**src/hw/rtl/hrc_pkg.sv**
```systemverilog
package hrc_pkg;

  localparam int unsigned NUM_W = 28;
  localparam int unsigned DEN_W = 20;
  localparam int unsigned Q_W   = 9;
  localparam int unsigned CMP_W = DEN_W + Q_W;

  localparam int unsigned NUM_LANES   = 4;
  localparam int unsigned LANE_LVL    = 0;
  localparam int unsigned LANE_BASE   = 1;
  localparam int unsigned LANE_RISE   = 2;
  localparam int unsigned LANE_FALL   = 3;
  localparam int unsigned NUM_SECTORS = 6;

  localparam logic [8:0] HUE_MAX    = 9'd359;
  localparam logic [8:0] HUE_WRAP   = 9'd360;
  localparam logic [6:0] PCT_MAX    = 7'd100;
  localparam logic [5:0] SECTOR_DEG = 6'd60;

  localparam logic [DEN_W-1:0] DEN_PCT   = DEN_W'(100);
  localparam logic [DEN_W-1:0] DEN_BASE  = DEN_W'(10000);
  localparam logic [DEN_W-1:0] DEN_SLOPE = DEN_W'(600000);
  localparam logic [DEN_W-1:0] DEN_FULL  = DEN_W'(255);
  localparam logic [DEN_W-1:0] DEN_ONE   = DEN_W'(1);

  typedef enum logic {
    FUNC_HSV2RGB = 1'b0,
    FUNC_RGB2HSV = 1'b1
  } hrc_func_t;

  typedef struct packed {
    hrc_func_t  func;
    logic [8:0] hue_in;
    logic [6:0] sat_in;
    logic [6:0] val_in;
    logic [7:0] red_in;
    logic [7:0] green_in;
    logic [7:0] blue_in;
  } hrc_in_t;

  typedef struct packed {
    logic [7:0] red_out;
    logic [7:0] green_out;
    logic [7:0] blue_out;
    logic [8:0] hue_out;
    logic [6:0] sat_out;
    logic [6:0] val_out;
  } hrc_out_t;

  typedef struct packed {
    hrc_func_t  func;
    logic [2:0] sector;
    logic       sat_zero;
    logic       neg;
    logic       max_zero;
    logic       delta_zero;
    hrc_out_t   echo;
  } hrc_side_t;

  typedef struct packed {
    logic [NUM_LANES-1:0][NUM_W-1:0] num;
    logic [NUM_LANES-1:0][DEN_W-1:0] den;
    hrc_side_t                       side;
  } hrc_job_t;

  typedef struct packed {
    logic full;
    logic empty;
  } hrc_qstat_t;

endpackage

```
**src/hw/rtl/hrc_front.sv**
```systemverilog
module hrc_front (
  input  logic              clk,
  input  logic              rst_n,
  input  logic              in_valid,
  output logic              in_stall,
  input  hrc_pkg::hrc_in_t  in_item,
  input  hrc_pkg::hrc_qstat_t qstat,
  output logic              push,
  output hrc_pkg::hrc_job_t job
);
  import hrc_pkg::*;

  logic        vld_r;
  hrc_side_t   side_r, side_nxt;
  logic [13:0] pb_r, pb_nxt, ps_r, ps_nxt;
  logic [5:0]  m_r, m_nxt;
  logic [7:0]  mx_r, mx_nxt, dl_r, dl_nxt;
  logic [10:0] xm_r, xm_nxt;

  logic [8:0]  h_c, sec_deg;
  logic [6:0]  s_c, v_c, s_inv;
  logic [2:0]  sec;
  logic [7:0]  r, g, b, mn;
  logic [NUM_W-1:0] b22, d22;

  assign in_stall = vld_r && qstat.full;
  assign push     = vld_r && !qstat.full;

  always_comb begin
    r = in_item.red_in;
    g = in_item.green_in;
    b = in_item.blue_in;
    h_c = (in_item.hue_in > HUE_MAX) ? HUE_MAX : in_item.hue_in;
    s_c = (in_item.sat_in > PCT_MAX) ? PCT_MAX : in_item.sat_in;
    v_c = (in_item.val_in > PCT_MAX) ? PCT_MAX : in_item.val_in;
    sec = '0;
    sec_deg = '0;
    for (int k = 1; k < NUM_SECTORS; k++) begin
      if (h_c >= 9'(k * int'(SECTOR_DEG))) begin
        sec = 3'(k);
        sec_deg = 9'(k * int'(SECTOR_DEG));
      end
    end
    m_nxt = 6'(h_c - sec_deg);
    s_inv = PCT_MAX - s_c;
    pb_nxt = 14'(s_inv) * 14'(v_c);
    ps_nxt = 14'(s_c) * 14'(v_c);

    mx_nxt = r;
    if (g > mx_nxt) mx_nxt = g;
    if (b > mx_nxt) mx_nxt = b;
    mn = r;
    if (g < mn) mn = g;
    if (b < mn) mn = b;
    dl_nxt = mx_nxt - mn;

    side_nxt.neg = 1'b0;
    if (r == mx_nxt) begin
      side_nxt.neg = g < b;
      xm_nxt = (g < b) ? 11'(b - g) : 11'(g - b);
    end else if (g == mx_nxt) begin
      xm_nxt = (11'(dl_nxt) << 1) + 11'(b) - 11'(r);
    end else begin
      xm_nxt = (11'(dl_nxt) << 2) + 11'(r) - 11'(g);
    end

    side_nxt.func           = in_item.func;
    side_nxt.sector         = sec;
    side_nxt.sat_zero       = (s_c == '0);
    side_nxt.max_zero       = (mx_nxt == '0);
    side_nxt.delta_zero     = (dl_nxt == '0);
    side_nxt.echo.red_out   = r;
    side_nxt.echo.green_out = g;
    side_nxt.echo.blue_out  = b;
    side_nxt.echo.hue_out   = h_c;
    side_nxt.echo.sat_out   = s_c;
    side_nxt.echo.val_out   = v_c;
  end

  always_ff @(posedge clk) begin
    if (!rst_n) begin
      vld_r <= 1'b0;
    end else if (!in_stall) begin
      vld_r <= in_valid;
    end
  end

  always_ff @(posedge clk) begin
    if (!in_stall && in_valid) begin
      side_r <= side_nxt;
      pb_r   <= pb_nxt;
      ps_r   <= ps_nxt;
      m_r    <= m_nxt;
      mx_r   <= mx_nxt;
      dl_r   <= dl_nxt;
      xm_r   <= xm_nxt;
    end
  end

  // base and span scaled by 255
  assign b22 = (NUM_W'(pb_r) << 8) - NUM_W'(pb_r);
  assign d22 = (NUM_W'(ps_r) << 8) - NUM_W'(ps_r);

  always_comb begin
    job.side = side_r;
    if (side_r.func == FUNC_HSV2RGB) begin
      job.num[LANE_LVL]  = (NUM_W'(side_r.echo.val_out) << 8) - NUM_W'(side_r.echo.val_out);
      job.den[LANE_LVL]  = DEN_PCT;
      job.num[LANE_BASE] = b22;
      job.den[LANE_BASE] = DEN_BASE;
      job.num[LANE_RISE] = d22 * NUM_W'(m_r) + b22 * NUM_W'(SECTOR_DEG);
      job.den[LANE_RISE] = DEN_SLOPE;
      job.num[LANE_FALL] = d22 * NUM_W'(SECTOR_DEG - m_r) + b22 * NUM_W'(SECTOR_DEG);
      job.den[LANE_FALL] = DEN_SLOPE;
    end else begin
      job.num[LANE_LVL]  = NUM_W'(mx_r) * NUM_W'(PCT_MAX);
      job.den[LANE_LVL]  = DEN_FULL;
      job.num[LANE_BASE] = NUM_W'(dl_r) * NUM_W'(PCT_MAX);
      job.den[LANE_BASE] = DEN_W'(mx_r);
      job.num[LANE_RISE] = NUM_W'(xm_r) * NUM_W'(SECTOR_DEG);
      job.den[LANE_RISE] = DEN_W'(dl_r);
      job.num[LANE_FALL] = '0;
      job.den[LANE_FALL] = DEN_ONE;
    end
  end

endmodule

```
**config.mk**
```make
export PLATFORM = sky130hd
export DESIGN_NAME = hrc_front
export DESIGN_NICKNAME = d
export VERILOG_FILES = /design/src/hw/rtl/hrc_pkg.sv /design/src/hw/rtl/hrc_front.sv
export SDC_FILE = /design/constraint.sdc
export NUM_CORES = 2
export LEC_CHECK = 0
export ABC_AREA = 1
export ABC_CLOCK_PERIOD_IN_PS = 10100
export BUFFER_PORTS_ARGS = -buffer_cell sky130_fd_sc_hd__buf_2
export CAP_MARGIN = 20
export CORE_AREA = 2 2 247 249
export DETAILED_ROUTE_END_ITERATION = 8
export DIE_AREA = 0 0 249 251
export PLACE_DENSITY = 0.7
export SLEW_MARGIN = 30
export SYNTH_ARGS = -nofsm -noshare
export SYNTH_HDL_FRONTEND = slang
export SYNTH_SLANG_ARGS = --single-unit
```
**constraint.sdc**
```tcl
create_clock -name clk -period 10.1 [get_ports clk]
set_input_delay 2.02 -clock clk [delete_from_list [all_inputs] [get_ports clk]]
set_output_delay 2.02 -clock clk [all_outputs]
set_load 0.01 [all_outputs]
```
==> flow_metrics.tcl <==
set metrics [dict create \
    synthCells 3642 \
    drc 0 \
    cp_data_arrival_time_ns 8.17 \
    cp_top_family "adder cells" \
    ys_top_cells_by_area "fa_1 26%, ha_1 17%, edfxtp_1 12%" \
    fin_ws_ns -0.0920 \
    grt_use_met3_pct 3.77 \
    clock_latency_ns 0.46 \
    cts_buffer_depth 2 \
    synth_common_cells "819 x inv_1, 579 x nand2_1, 405 x nor2_1, 377 x ha_1, 375 x fa_1" \
    die_y_um 251 \
    r2r_start "vld_r" \
    finalHoldViolCount 0 \
    period_share_pct 101 \
    crit_end "job[244]" \
    cp_num_buf_inv 12 \
    wl_per_cell_um 16.3 \
    period_needed_ns 10.19 \
    max_slew_margin_pct 36.1 \
    required_ns 8.08 \
    first_pass_iters 5 \
    fp-row-count 90 \
    worst_hold_path.num_cells 2 \
    clk_pin_slew_worst_paths_ns 0.06 \
    max_stage_delay_ns 0.53 \
    seq_area_frac_synth_pct 12.0 \
    failed_checks "setup timing" \
    cts_buffers 17 \
    area_growth_syn_to_layout_pct 19.1 \
    htree_num_levels 4 \
    place_hpwl_um 61200 \
    critPathKind "register to output port" \
    reg2reg_depth 5 \
    cp.depth 46 \
    fin_area_um2 34000 \
    grt_overflow 0 \
    placed_cell_area_um2 30900 \
    slowest_stage "fa_1" \
    drv_slew 0 \
    portBuffers 247 \
    cts_tree "done" \
    vias 24265 \
    fmax_mhz 98.1 \
    startpoint "pb_r[1]" \
    syn_area_um2 28600 \
    place_ws_ns -0.0290 \
    use_met1_pct 31.2 \
    r2r_end "xm_r[2]" \
    io_pins 302 \
    rsz0062_at_grt "yes" \
    routed_via_density 5.07 \
    drive_above_1_share_pct 20.5 \
    cts_sinks 114 \
    startpoint_type "register" \
    hp-class "register to register" \
    gr-usage-all-layers_pct 24.2 \
    routabilityCongestion 0.953 \
    drt_iter0_drc 1270 \
    grt_antenna_before_repair 1 \
    final_nets 4793 \
    cts_root_buffer "clkbuf_16" \
    final_core_util_pct 56.8 \
    drv_cap 0 \
    rrSetupSlack_ns 7.84 \
    grt_pass1_wl_um 121000 \
    ys_types 63 \
    worstMarginPinSlew_ns 0.958 \
    synth_edf_count 113 \
    initial_core_util_pct 47.7 \
    crit_path_max_fanout 3 \
    critPathMostFrequentCell "inv_2" \
    synth-seq-cells 114 \
    core_region_area_um2 59800 \
    grt_max_degree 79 \
    skew_ns 0.00848 \
    grt-busiest-layer "met2" \
    outcome "finished with violations" \
    yosysTopAreaCell "fa_1" \
    async_flop_share_pct 0 \
    grtUsageMet2_pct 41.0 \
    die_x_um 249 \
    setup_viol 5 \
    wl_um 77900 \
    cp-end-kind "output port" \
    postCtsHoldBufs 0 \
    grt_pass1_vias 23850 \
    avgSynthCellArea_um2 7.84 \
    die_area_um2 62500 \
    detail-route-antenna-nets 0 \
    yosys.cell_count.top_type "inv_1" \
    yosys_most_used_dff "edfxtp_1" \
    synth_top_area_share_pct 26.3 \
    synth_warnings 0 \
]
==> metrics by stage <==
stage / setup TNS (ns) / std cells / hold slack [ns]
detailed placement: -0.0290 / 4683 / 0.499
floorplan: 0 / 3693 / 0.463
global route: -6.09 / 4784 / 0.536
CTS: -0.189 / 4747 / 0.504
global placement: 0 / 4683 / 0.474
finish: -0.387 / 4786 / 0.501
==> worst reg2reg max path, delay by kind of cell, from the launching register on <==
kind	cells	cell delay [ns]
buffers and inverters	3	1.36
DFF	1	0.31
and+or+nand+nor	2	0.14
==> cell usage in the layout (no fill, tap or decap), drive strengths merged, types with 4 or more instances in the layout <==
cell type,count
a211oi,4
a21boi,4
a21o,11
a21oi,207
a31o,6
a31oi,10
and2,4
buf,427
clkbuf,17
clkinv,16
clkinvlp,4
conb,53
edfxtp,113
fa,375
ha,377
inv,829
nand2,599
nand3,86
nand4,10
nor2,411
nor3,27
nor4,8
o211ai,9
o21a,8
o21ai,176
o21bai,13
o22ai,5
o31ai,8
or2,16
xnor2,38
xor2,112
==> metal layers <==
| layer | wire [µm] | vias to the layer above |
|---|---|---|
| met3 | 4780 | 158 |
| met4 | 3300 | 0 |
| met1 | 32700 | 11557 |
| met2 | 37100 | 754 |
| met5 | 0 | - |
| li1 | - | 11796 |
==> what timing repair did <==
item,CTS,global route
setup buffers,35,38
setup endpoints to repair,17,32
resized for setup,123,270
pin swaps,91,175
cloned,0,0
==> registers in the layout, indices dropped and copies added (netlist names) <==
register,count
xm_r,11
mx_r,8
job,55
ps_r,13
pb_r,14
m_r,4
vld_r,1
dl_r,8
==> cells by family (layout without fill, tap and decap cells) <==
group / Yosys count / after routing / synth area share (%)
adder cells (fa/ha/maj): 752 / 752 / 42.8
AO/OA/AOI/OAI: 468 / 468 / 9.37
other: 2 / 56 / 0.0263
AND/OR/NAND/NOR: 1167 / 1167 / 16.7
XOR/XNOR: 150 / 150 / 4.81
flip-flops: 114 / 114 / 12.0
buffers and inverters: 988 / 1296 / 14.3
multiplexers: 1 / 1 / 0.0394
==> cell type report <==
cell class | count | area [µm²]
flip-flops and latches | 114 | 3410
diodes | 3 | 7.51
repair buffers | 427 | 2710
clock buffers | 17 | 425
clock inverters | 15 | 181
inverters | 837 | 3160
fillers | 5329 | 25800
multi-input cells | 2591 | 23100
well taps | 782 | 978
==> worst min path at each step <==
stage                     slack, ns     to  startpoint
final                          0.50  vld_r       vld_r
after global routing           0.54  vld_r       vld_r
after CTS                      0.50  vld_r       vld_r
after detailed placement       0.50  vld_r       vld_r
after global placement         0.47  vld_r       vld_r
after floorplan                0.46  vld_r       vld_r
Power is left out: the tool's default activity adds up to more than one toggle a clock period on the data nets, which glitch-free logic cannot reach.
