File: config.mk
export PLATFORM = sky130hd
export DESIGN_NAME = hrc_queue
export DESIGN_NICKNAME = d
export VERILOG_FILES = /design/src/hw/rtl/hrc_pkg.sv /design/src/hw/rtl/hrc_queue.sv
export SDC_FILE = /design/constraint.sdc
export NUM_CORES = 1
export LEC_CHECK = 0
export ABC_CLOCK_PERIOD_IN_PS = 16200
export BUFFER_PORTS_ARGS = -buffer_cell sky130_fd_sc_hd__clkbuf_2
export CAP_MARGIN = 25
export CORE_MARGIN = 10
export CORE_UTILIZATION = 35
export CTS_BUF_LIST = sky130_fd_sc_hd__clkbuf_2 sky130_fd_sc_hd__clkbuf_4 sky130_fd_sc_hd__clkbuf_8
export DETAILED_ROUTE_END_ITERATION = 10
export PLACE_DENSITY = 0.56
export SLEW_MARGIN = 20
export SYNTH_ARGS = -nofsm -noshare
export SYNTH_HDL_FRONTEND = slang
export SYNTH_SLANG_ARGS = --single-unit
File: constraint.sdc
create_clock -name clk -period 16.2 [get_ports clk]
set_input_delay 3.24 -clock clk [delete_from_list [all_inputs] [get_ports clk]]
set_output_delay 3.24 -clock clk [all_outputs]
set_load 0.02 [all_outputs]
File: src/hw/rtl/hrc_pkg.sv
package hrc_pkg;

  localparam int unsigned NUM_W = 28;
  localparam int unsigned DEN_W = 20;
  localparam int unsigned Q_W   = 9;
  localparam int unsigned CMP_W = DEN_W + Q_W;

  localparam int unsigned NUM_LANES   = 4;
  localparam int unsigned LANE_LVL    = 0;
  localparam int unsigned LANE_BASE   = 1;
  localparam int unsigned LANE_RISE   = 2;
  localparam int unsigned LANE_FALL   = 3;
  localparam int unsigned NUM_SECTORS = 6;

  localparam logic [8:0] HUE_MAX    = 9'd359;
  localparam logic [8:0] HUE_WRAP   = 9'd360;
  localparam logic [6:0] PCT_MAX    = 7'd100;
  localparam logic [5:0] SECTOR_DEG = 6'd60;

  localparam logic [DEN_W-1:0] DEN_PCT   = DEN_W'(100);
  localparam logic [DEN_W-1:0] DEN_BASE  = DEN_W'(10000);
  localparam logic [DEN_W-1:0] DEN_SLOPE = DEN_W'(600000);
  localparam logic [DEN_W-1:0] DEN_FULL  = DEN_W'(255);
  localparam logic [DEN_W-1:0] DEN_ONE   = DEN_W'(1);

  typedef enum logic {
    FUNC_HSV2RGB = 1'b0,
    FUNC_RGB2HSV = 1'b1
  } hrc_func_t;

  typedef struct packed {
    hrc_func_t  func;
    logic [8:0] hue_in;
    logic [6:0] sat_in;
    logic [6:0] val_in;
    logic [7:0] red_in;
    logic [7:0] green_in;
    logic [7:0] blue_in;
  } hrc_in_t;

  typedef struct packed {
    logic [7:0] red_out;
    logic [7:0] green_out;
    logic [7:0] blue_out;
    logic [8:0] hue_out;
    logic [6:0] sat_out;
    logic [6:0] val_out;
  } hrc_out_t;

  typedef struct packed {
    hrc_func_t  func;
    logic [2:0] sector;
    logic       sat_zero;
    logic       neg;
    logic       max_zero;
    logic       delta_zero;
    hrc_out_t   echo;
  } hrc_side_t;

  typedef struct packed {
    logic [NUM_LANES-1:0][NUM_W-1:0] num;
    logic [NUM_LANES-1:0][DEN_W-1:0] den;
    hrc_side_t                       side;
  } hrc_job_t;

  typedef struct packed {
    logic full;
    logic empty;
  } hrc_qstat_t;

endpackage

File: src/hw/rtl/hrc_queue.sv
module hrc_queue #(
  parameter int DEPTH = 4
) (
  input  logic                clk,
  input  logic                rst_n,
  input  logic                push,
  input  hrc_pkg::hrc_job_t   job_in,
  input  logic                pop,
  output hrc_pkg::hrc_job_t   job_out,
  output hrc_pkg::hrc_qstat_t qstat
);
  import hrc_pkg::*;

  localparam int PTR_W = (DEPTH > 1) ? $clog2(DEPTH) : 1;
  localparam int CNT_W = $clog2(DEPTH + 1);

  hrc_job_t   mem_r [DEPTH];
  logic [PTR_W-1:0] wr_ptr_r, wr_ptr_nxt, rd_ptr_r, rd_ptr_nxt;
  logic [CNT_W-1:0] cnt_r, cnt_nxt;

  assign qstat.full  = (cnt_r == CNT_W'(DEPTH));
  assign qstat.empty = (cnt_r == '0);
  assign job_out     = mem_r[rd_ptr_r];

  always_comb begin
    wr_ptr_nxt = wr_ptr_r;
    rd_ptr_nxt = rd_ptr_r;
    cnt_nxt    = cnt_r;
    if (push) begin
      wr_ptr_nxt = (wr_ptr_r == PTR_W'(DEPTH - 1)) ? '0 : wr_ptr_r + 1'b1;
    end
    if (pop) begin
      rd_ptr_nxt = (rd_ptr_r == PTR_W'(DEPTH - 1)) ? '0 : rd_ptr_r + 1'b1;
    end
    if (push && !pop) cnt_nxt = cnt_r + 1'b1;
    if (pop && !push) cnt_nxt = cnt_r - 1'b1;
  end

  always_ff @(posedge clk) begin
    if (!rst_n) begin
      wr_ptr_r <= '0;
      rd_ptr_r <= '0;
      cnt_r    <= '0;
    end else begin
      wr_ptr_r <= wr_ptr_nxt;
      rd_ptr_r <= rd_ptr_nxt;
      cnt_r    <= cnt_nxt;
    end
  end

  always_ff @(posedge clk) begin
    if (push) begin
      mem_r[wr_ptr_r] <= job_in;
    end
  end

endmodule

==> results of run 1 <==
-- per-stage QoR --
step / power [uW] / instances
2_1_floorplan: 3380 / 1337
4_1_cts: 5610 / 3463
3_3_place_gp: 3550 / 3182
5_1_grt: 5750 / 3467
3_5_place_dp: 3570 / 3182
6_report: 5510 / 3469
-- metal layers --
metal	track usage [%]	wire, um	share of wire, %
met4	4.61	1680	2.1
met5	0	198	0.25
met3	6.00	7520	9.4
met2	22.2	40200	50
met1	15.9	30800	38
-- kinds of logic (layout without fill, tap and decap cells) --
kind of cell | Yosys count | count (layout)
muxes | 249 | 249
other | 0 | 5
AOI/OAI and AO/OA | 5 | 5
buffers and inverters | 61 | 808
and+or+nand+nor | 16 | 16
xor gates and xnor gates | 2 | 2
adders and majority gates | 7 | 7
DFF | 997 | 997
-- state kept, by name, indices dropped and copies added, names as in the netlist, named ones only --
register,flops
cnt_r,3
wr_ptr_r,2
rd_ptr_r,2
mem_r,988
-- worst paths after layout --
| check | end | startpoint | slack [ns] |
|---|---|---|---|
| setup / recovery | job_out[148] | flop | 8.99 |
| hold / removal | cnt_r[2] | cnt_r[2] | 0.57 |
| setup reg to reg | mem_r[3][153] | wr_ptr_r[0] | 12.88 |
| hold reg to reg | cnt_r[2] | cnt_r[2] | 0.57 |
-- power by group through the flow --
| stage | Sequential [uW] | Combinational [uW] | Clock [uW] |
|---|---|---|---|
| floorplan | 3040 | 339 | 0 |
| global placement | 3020 | 530 | 0 |
| detailed placement | 3030 | 536 | 0 |
| CTS | 2980 | 538 | 2100 |
| global route | 2980 | 560 | 2210 |
| finish | 2980 | 521 | 2010 |
-- final cells by class --
type	instances	area share (%)
Sequential cell	997	69.2
Multi-Input combinational cell	279	13.5
Timing Repair Buffer	521	6.30
Clock buffer	213	6.13
Tap cell	1380	4.00
Clock inverter	68	0.777
Inverter	6	0.0522
Antenna cell	5	0.0290
-- placed cells by master (no fill, tap or decap), types with 3 or more instances in the layout --
cell,n
buf_12,3
inv_1,6
nor2b_1,4
inv_6,3
clkbuf_8,167
clkbuf_2,499
diode_2,5
dfxtp_1,7
clkinvlp_4,5
clkinv_1,37
buf_4,18
ha_1,6
mux4_2,247
and2_4,4
clkbuf_4,46
clkinv_2,21
edfxtp_1,988
-- tightest hold or removal path, delay by kind of cell, from the launching register on --
family	cells	cell delay (ns)
flip-flops	1	0.33
AO/OA/AOI/OAI	2	0.19
==> metrics.md, run 1 <==
| Metric | Value |
|---|---|
| Post-synthesis cell type count | `27` |
| Number of flops mapped to enable cells by yosys | `just under 1k` |
| Worst Hold Depth | `2` |
| Dpl ws | `9.70 ns` |
| Largest net degree at the start of global routing | `~140` |
| Final core occ | `a little over two fifths` |
| Core outline area | `slightly above 100,000 sq um` |
| Max clock buf depth | `3` |
| Synth Area in Adders | `0.262%` |
| Post-route design area | `around 43,000 sq um` |
| Multiplexer share of the synthesized area | `15.4%` |
| Post-CTS setup buffers | `0` |
| Max Slew Vio Count | `0` |
| Hold Crit Class | `reg2reg` |
| Clk sinks | `997` |
| Sw frac | `between 20% and 30%` |
| Syn avg cell area | `about 27 sq um` |
| DP HPWL | `49,900 um` |
| Fmax | `roughly 140 MHz` |
| Layout fillers | `around 9.1k` |
| CTS tree | `built` |
| GRT Util Overall | `a little over an eighth` |
| Die height | `approximately 340 um` |
| Area Growth Syn to Fin | `18.7%` |
| Maximum vdd drop | `approximately 0.0001 V` |
| Slowest library cell on the worst path | `buf_4` |
| RSZ-0062 raised after global routing | `no` |
| Clk_skew | `~0.034 ns` |
| Fin Hold WS | `between 0.5 and 0.6 ns` |
| P_int | `about 4200 uW` |
| Leak Pwr | `0.0144 uW` |
| Worst setup SP type | `flop` |
| First-iteration detailed-routing DRC count | `about 950` |
| Setup TNS | `0 ns` |
| Mapped cell area | `36,400 sq um` |
| Hold_buf cts | `0` |
| WP depth | `4` |
| Largest area contributor in the synthesized netlist | `edfxtp_1` |
| Placed Area | `40,100 sq um` |
| Worst-Skew Late Latency | `roughly 0.80 ns` |
| Crit-path cells | `buf_12, buf_4, mux4_2, clkbuf_2` |
| Top delay family on crit path | `buffers and inverters` |
| Synthesized netlist cell count | `1,337` |
| Initial antenna violation count | `18` |
| Sequential-to-total area share from yosys stat | `just over 80%` |
| Clk network pwr share | `a little over a third` |
| Full die area | `117,000 sq um` |
| Logic gate share of total power | `about a tenth` |
| Synthesized flop and latch total | `roughly 1,000` |
| Critical setup path kind | `reg2out` |
| Worst rel slew slack | `between 30% and 40%` |
| Total gr overflow | `0` |
| Sw power | `1310 uW` |
| Share of cells above drive strength 1 | `a little under 50%` |
| WP data arrival | `just under 4 ns` |
| Top Ports | `500` |
| Setup violators final | `0` |
| Post-DRT Antenna Nets | `0` |
| Avg WL per Cell | `between 20 and 25 um` |
| Syn_nets | `1,595` |
| Status | `complete, no violations` |
| Clock slew at reported path FFs | `approximately 0.060 ns` |
| Die X | `between 300 and 400 um` |
| Final Hold Vio Count | `0` |
| Routed WL | `roughly 80,000 um` |
| Remaining DRCs | `0` |
| Post-synthesis xor/xnor area fraction | `0.0482%` |
| WP data required | `about 13 ns` |
| Tmin final | `about 7 ns` |
| R2R depth | `4` |
| Vias in the first global route | `~18k` |
| Via density per instance | `around 4.7` |
| Least-Margin Pin Slew | `a little over 1 ns` |
| Dominant synthesized flop cell | `edfxtp_1` |
| PwrDens | `approximately 130 nW/um^2` |
| Multi-input combinational cell area | `5830 sq um` |
| Yosys warning count | `0` |
| Port Buffer Count | `approximately 500` |
| Initial DRT Pass Iterations | `5` |
| Compound-cell area share of the yosys netlist | `less than 1%` |
| Synth area leaders | `edfxtp_1 82%, mux4_2 15%, buf_12 1.4%` |
| Main combinational cell family by area after synthesis | `multiplexers` |
| Synth Area in Simple Gates | `less than 1%` |
| Crit-path max FO | `87` |
| Initial core utilization | `35.2%` |
| Count leader, synth | `edfxtp_1` |
| Sequential power share | `54.0%` |
| Total CTS buffers | `162` |
| Worst setup margin | `between 8 and 9 ns` |
| Row cnt | `~120` |
| Final period utilization | `approximately 44%` |
| Post-CTS sizing | `0` |
| Max incr delay on CP | `between 0.7 and 0.8 ns` |
| CTS root buffer | `clkbuf_8` |
| Endpoint type of the worst setup path | `output pin` |
| Area share of the largest cell type after synthesis | `81.6%` |
| Nets | `between 2k and 2.5k` |
| CTS H-tree lvls | `4` |
| Top post-synthesis cells by count | `988 x edfxtp_1, 247 x mux4_2, 25 x buf_12` |
| Async S/R FF share, synth | `0%` |
| GP Congestion | `~0.8` |
| Via Count | `roughly 16k` |
| Max-cap violations | `0` |
| First-pass GRT wire length | `between 100,000 and 150,000 um` |
| CP bufs+invs | `3` |
| Reg area | `about 30,000 sq um` |
(Power assumes the default switching activity.)
==> run 2, diff against run 1 <==
--- a/config.mk
+++ b/config.mk
@@ -5,7 +5,7 @@
 export SDC_FILE = /design/constraint.sdc
 export NUM_CORES = 1
 export LEC_CHECK = 0
-export ABC_CLOCK_PERIOD_IN_PS = 16200
+export ABC_CLOCK_PERIOD_IN_PS = 7340
 export BUFFER_PORTS_ARGS = -buffer_cell sky130_fd_sc_hd__clkbuf_2
 export CAP_MARGIN = 25
 export CORE_MARGIN = 10
==> constraint.sdc (replaced) <==
create_clock -name clk -period 7.34 [get_ports clk]
set_input_delay 1.468 -clock clk [delete_from_list [all_inputs] [get_ports clk]]
set_output_delay 1.468 -clock clk [all_outputs]
set_load 0.02 [all_outputs]
==> run 2 against run 1 <==
  * Die area unchanged
  * Count of clock-buffer cells in the layout increased by 17
  * Clock power is 130% higher
  * Final cell count up 0.40%
  * Core utilization is 0.29 points higher
  * Critical path depth shrank 1
  * Combinational power is 120% higher
  * Worst hold slack worse by 0.042 ns
  * Wire length is 1.8% lower
  * Cell area up 0.69%
  * Critical endpoint is now job_out[182]
  * Largest cell class unchanged
  * Largest power group unchanged
  * Highest routed layer unchanged
==> metrics.md, run 2 (synthesis gave the netlist of run 1 again) <==
| Metric | Value |
|---|---|
| Status | `complete, no violations` |
| CTS tree | `built` |
| Via density per instance | `4.71 (-0.60%)` |
| DP HPWL | `48,300 um (-3.3%)` |
| Worst rel slew slack | `24.6% (-7.8 points)` |
| GRT Util Overall | `13.4% (-0.20 points)` |
| Nets | `2,226 (+0.045%)` |
| Clock slew at reported path FFs | `0.06 ns (about the same)` |
| Clk sinks | `997 (unchanged)` |
| First-iteration detailed-routing DRC count | `969 (+2.1%)` |
| CTS H-tree lvls | `4 (unchanged)` |
| Full die area | `117,000 sq um (unchanged)` |
| Via Count | `16.4k (-0.19%)` |
| Biggest register | `mem_r` |
| CTS root buffer | `clkbuf_8` |
| RSZ-0062 raised after global routing | `no` |
| Final Hold Vio Count | `0 (unchanged)` |
| Largest regs | `mem_r (988), cnt_r (3)` |
| Endpoint type of the worst setup path | `output pin` |
| Slowest library cell on the worst path | `dfxtp_4` |
| Dpl ws | `3.19 ns (-6.50 ns)` |
| Worst setup margin | `2.50 ns (-6.50 ns)` |
| Crit-path max FO | `44 (-49%)` |
| Commonest cells after routing, fill and taps aside | `988 x edfxtp_1, 499 x clkbuf_2, 247 x mux4_2, 173 x clkbuf_8, 57 x clkbuf_4` |
| Crit-path cells | `buf_4, mux4_2, clkbuf_2` |
| Routed WL | `78,900 um (-1.8%)` |
| Initial core utilization | `35.2% (unchanged)` |
| Final period utilization | `approximately 66%` |
| Critical setup path kind | `reg2out` |
| WP data required | `5.87 ns (-7.09 ns)` |
| Die height | `342 um (unchanged)` |
| PwrDens | `286 nW/um^2 (+120%)` |
| Clk_skew | `0.0259 ns (-0.00851 ns)` |
| Tmin final | `about 4.8 ns` |
| Remaining DRCs | `0 (unchanged)` |
| Worst-Skew Late Latency | `0.82 ns (+0.02 ns)` |
| Least-Margin Pin Slew | `1.13 ns (+0.117 ns)` |
| Setup TNS | `0 ns (unchanged)` |
| Initial antenna violation count | `21 (+3)` |
| Top delay family on crit path | `buffers and inverters` |
| Avg WL per Cell | `22.7 um (-2.2%)` |
| Post-CTS sizing | `0 (unchanged)` |
| Core outline area | `103,000 sq um (unchanged)` |
| WP data arrival | `3.37 ns (-0.60 ns)` |
| Hold Crit Class | `reg2reg` |
| Post-DRT Antenna Nets | `0 (unchanged)` |
| Share of cells above drive strength 1 | `49.2% (+0.39 points)` |
| Die X | `342 um (unchanged)` |
| Commonest non-fill, non-tap cell in the layout | `edfxtp_1` |
| CP bufs+invs | `2 (-1)` |
| Maximum vdd drop | `0.000189 V (+86%)` |
| Largest net degree at the start of global routing | `132 (-6.4%)` |
| GP Congestion | `0.721 (-7.4%)` |
| Hold_buf cts | `0 (unchanged)` |
| First-pass GRT wire length | `117,000 um (-1.7%)` |
| Top Ports | `500 (unchanged)` |
| Area Growth Syn to Fin | `19.5%` |
| Leak Pwr | `0.0145 uW (+0.88%)` |
| Row cnt | `118 (unchanged)` |
| Total CTS buffers | `165 (+1.9%)` |
| Max incr delay on CP | `0.83 ns (+0.07 ns)` |
| Max-cap violations | `0 (unchanged)` |
| Setup violators final | `0 (unchanged)` |
| Largest register FFs | `988 (unchanged)` |
| Port Buffer Count | `499 (unchanged)` |
| Total gr overflow | `0 (unchanged)` |
| Max Slew Vio Count | `0 (unchanged)` |
| Initial DRT Pass Iterations | `4 (-1)` |
| Post-CTS setup buffers | `0 (unchanged)` |
| Fmax | `between 200 and 250 MHz` |
| Max clock buf depth | `3 (unchanged)` |
| Vias in the first global route | `18.1k (+0.21%)` |
| Worst setup SP type | `flop` |
## run 2: cell count changes in the layout (fill, tap and decap cells not counted), moves of 2 or more
cell       previous run  this run
clkinv_2             21        13
clkbuf_4             46        57
clkbuf_8            167       173
bufinv_16             0         3
buf_12                3         7
inv_6                 3         5
buf_4                18        12
## run 2: routing by layer
layer / up-vias / track usage, % / wire, um
met5: - / 0 / 240
met4: 34 / 4.71 / 1830
met3: 163 / 6.50 / 7700
met2: 495 / 21.9 / 39500
met1: 8592 / 15.2 / 29700
li1: 7138 / - / -
## run 2: worst register-to-register path: cells and delay by family, from the launching register on
kind | cells | cell delay, ns
adders and majority gates | 1 | 0.20
DFF | 1 | 0.40
and+or+nand+nor | 1 | 0.44
buffers and inverters | 2 | 1.07
## run 2: cell type report
cell class                      instances  area [sq um]
Clock buffer                          230          2810
Inverter                                6          22.5
Multi-Input combinational cell        279          5830
Tap cell                             1380          1730
Timing Repair Buffer                  519          2760
Antenna cell                            5          12.5
Clock inverter                         67           434
Fill cell                            9078         59900
Sequential cell                       997         29900
## run 2: worst paths after layout
kind | from | slack, ns | cells past startpoint | to
worst min register to register | cnt_r[2] | 0.52 | 2 | cnt_r[2]
worst min-delay path | cnt_r[2] | 0.52 | 2 | cnt_r[2]
worst max-delay path | flop | 2.50 | 3 | job_out[182]
worst max register to register | wr_ptr_r[0] | 4.76 | 4 | mem_r[3][54]
## run 2: per-stage QoR
stage | utilization, % | hold slack (ns) | std cells | instance area (sq um) | total power [uW]
2_1_floorplan | - | 0.473 | 1337 | 36400 | 7430
3_3_place_gp | 38.9 | 0.485 | 3180 | 40200 | 7850
3_5_place_dp | 38.9 | 0.505 | 3181 | 40200 | 7870
4_1_cts | 42.0 | 0.513 | 3478 | 43400 | 12700
5_1_grt | 42.0 | 0.577 | 3483 | 43500 | 13000
6_report | 42.0 | 0.524 | 3483 | 43500 | 12400
## run 2: power by group
group	leakage, uW	switching, uW	internal [uW]
clock	0.00171	2120	2590
combinational	0.00368	711	435
sequential	0.00915	61.9	6510
total	0.0145	2890	9530
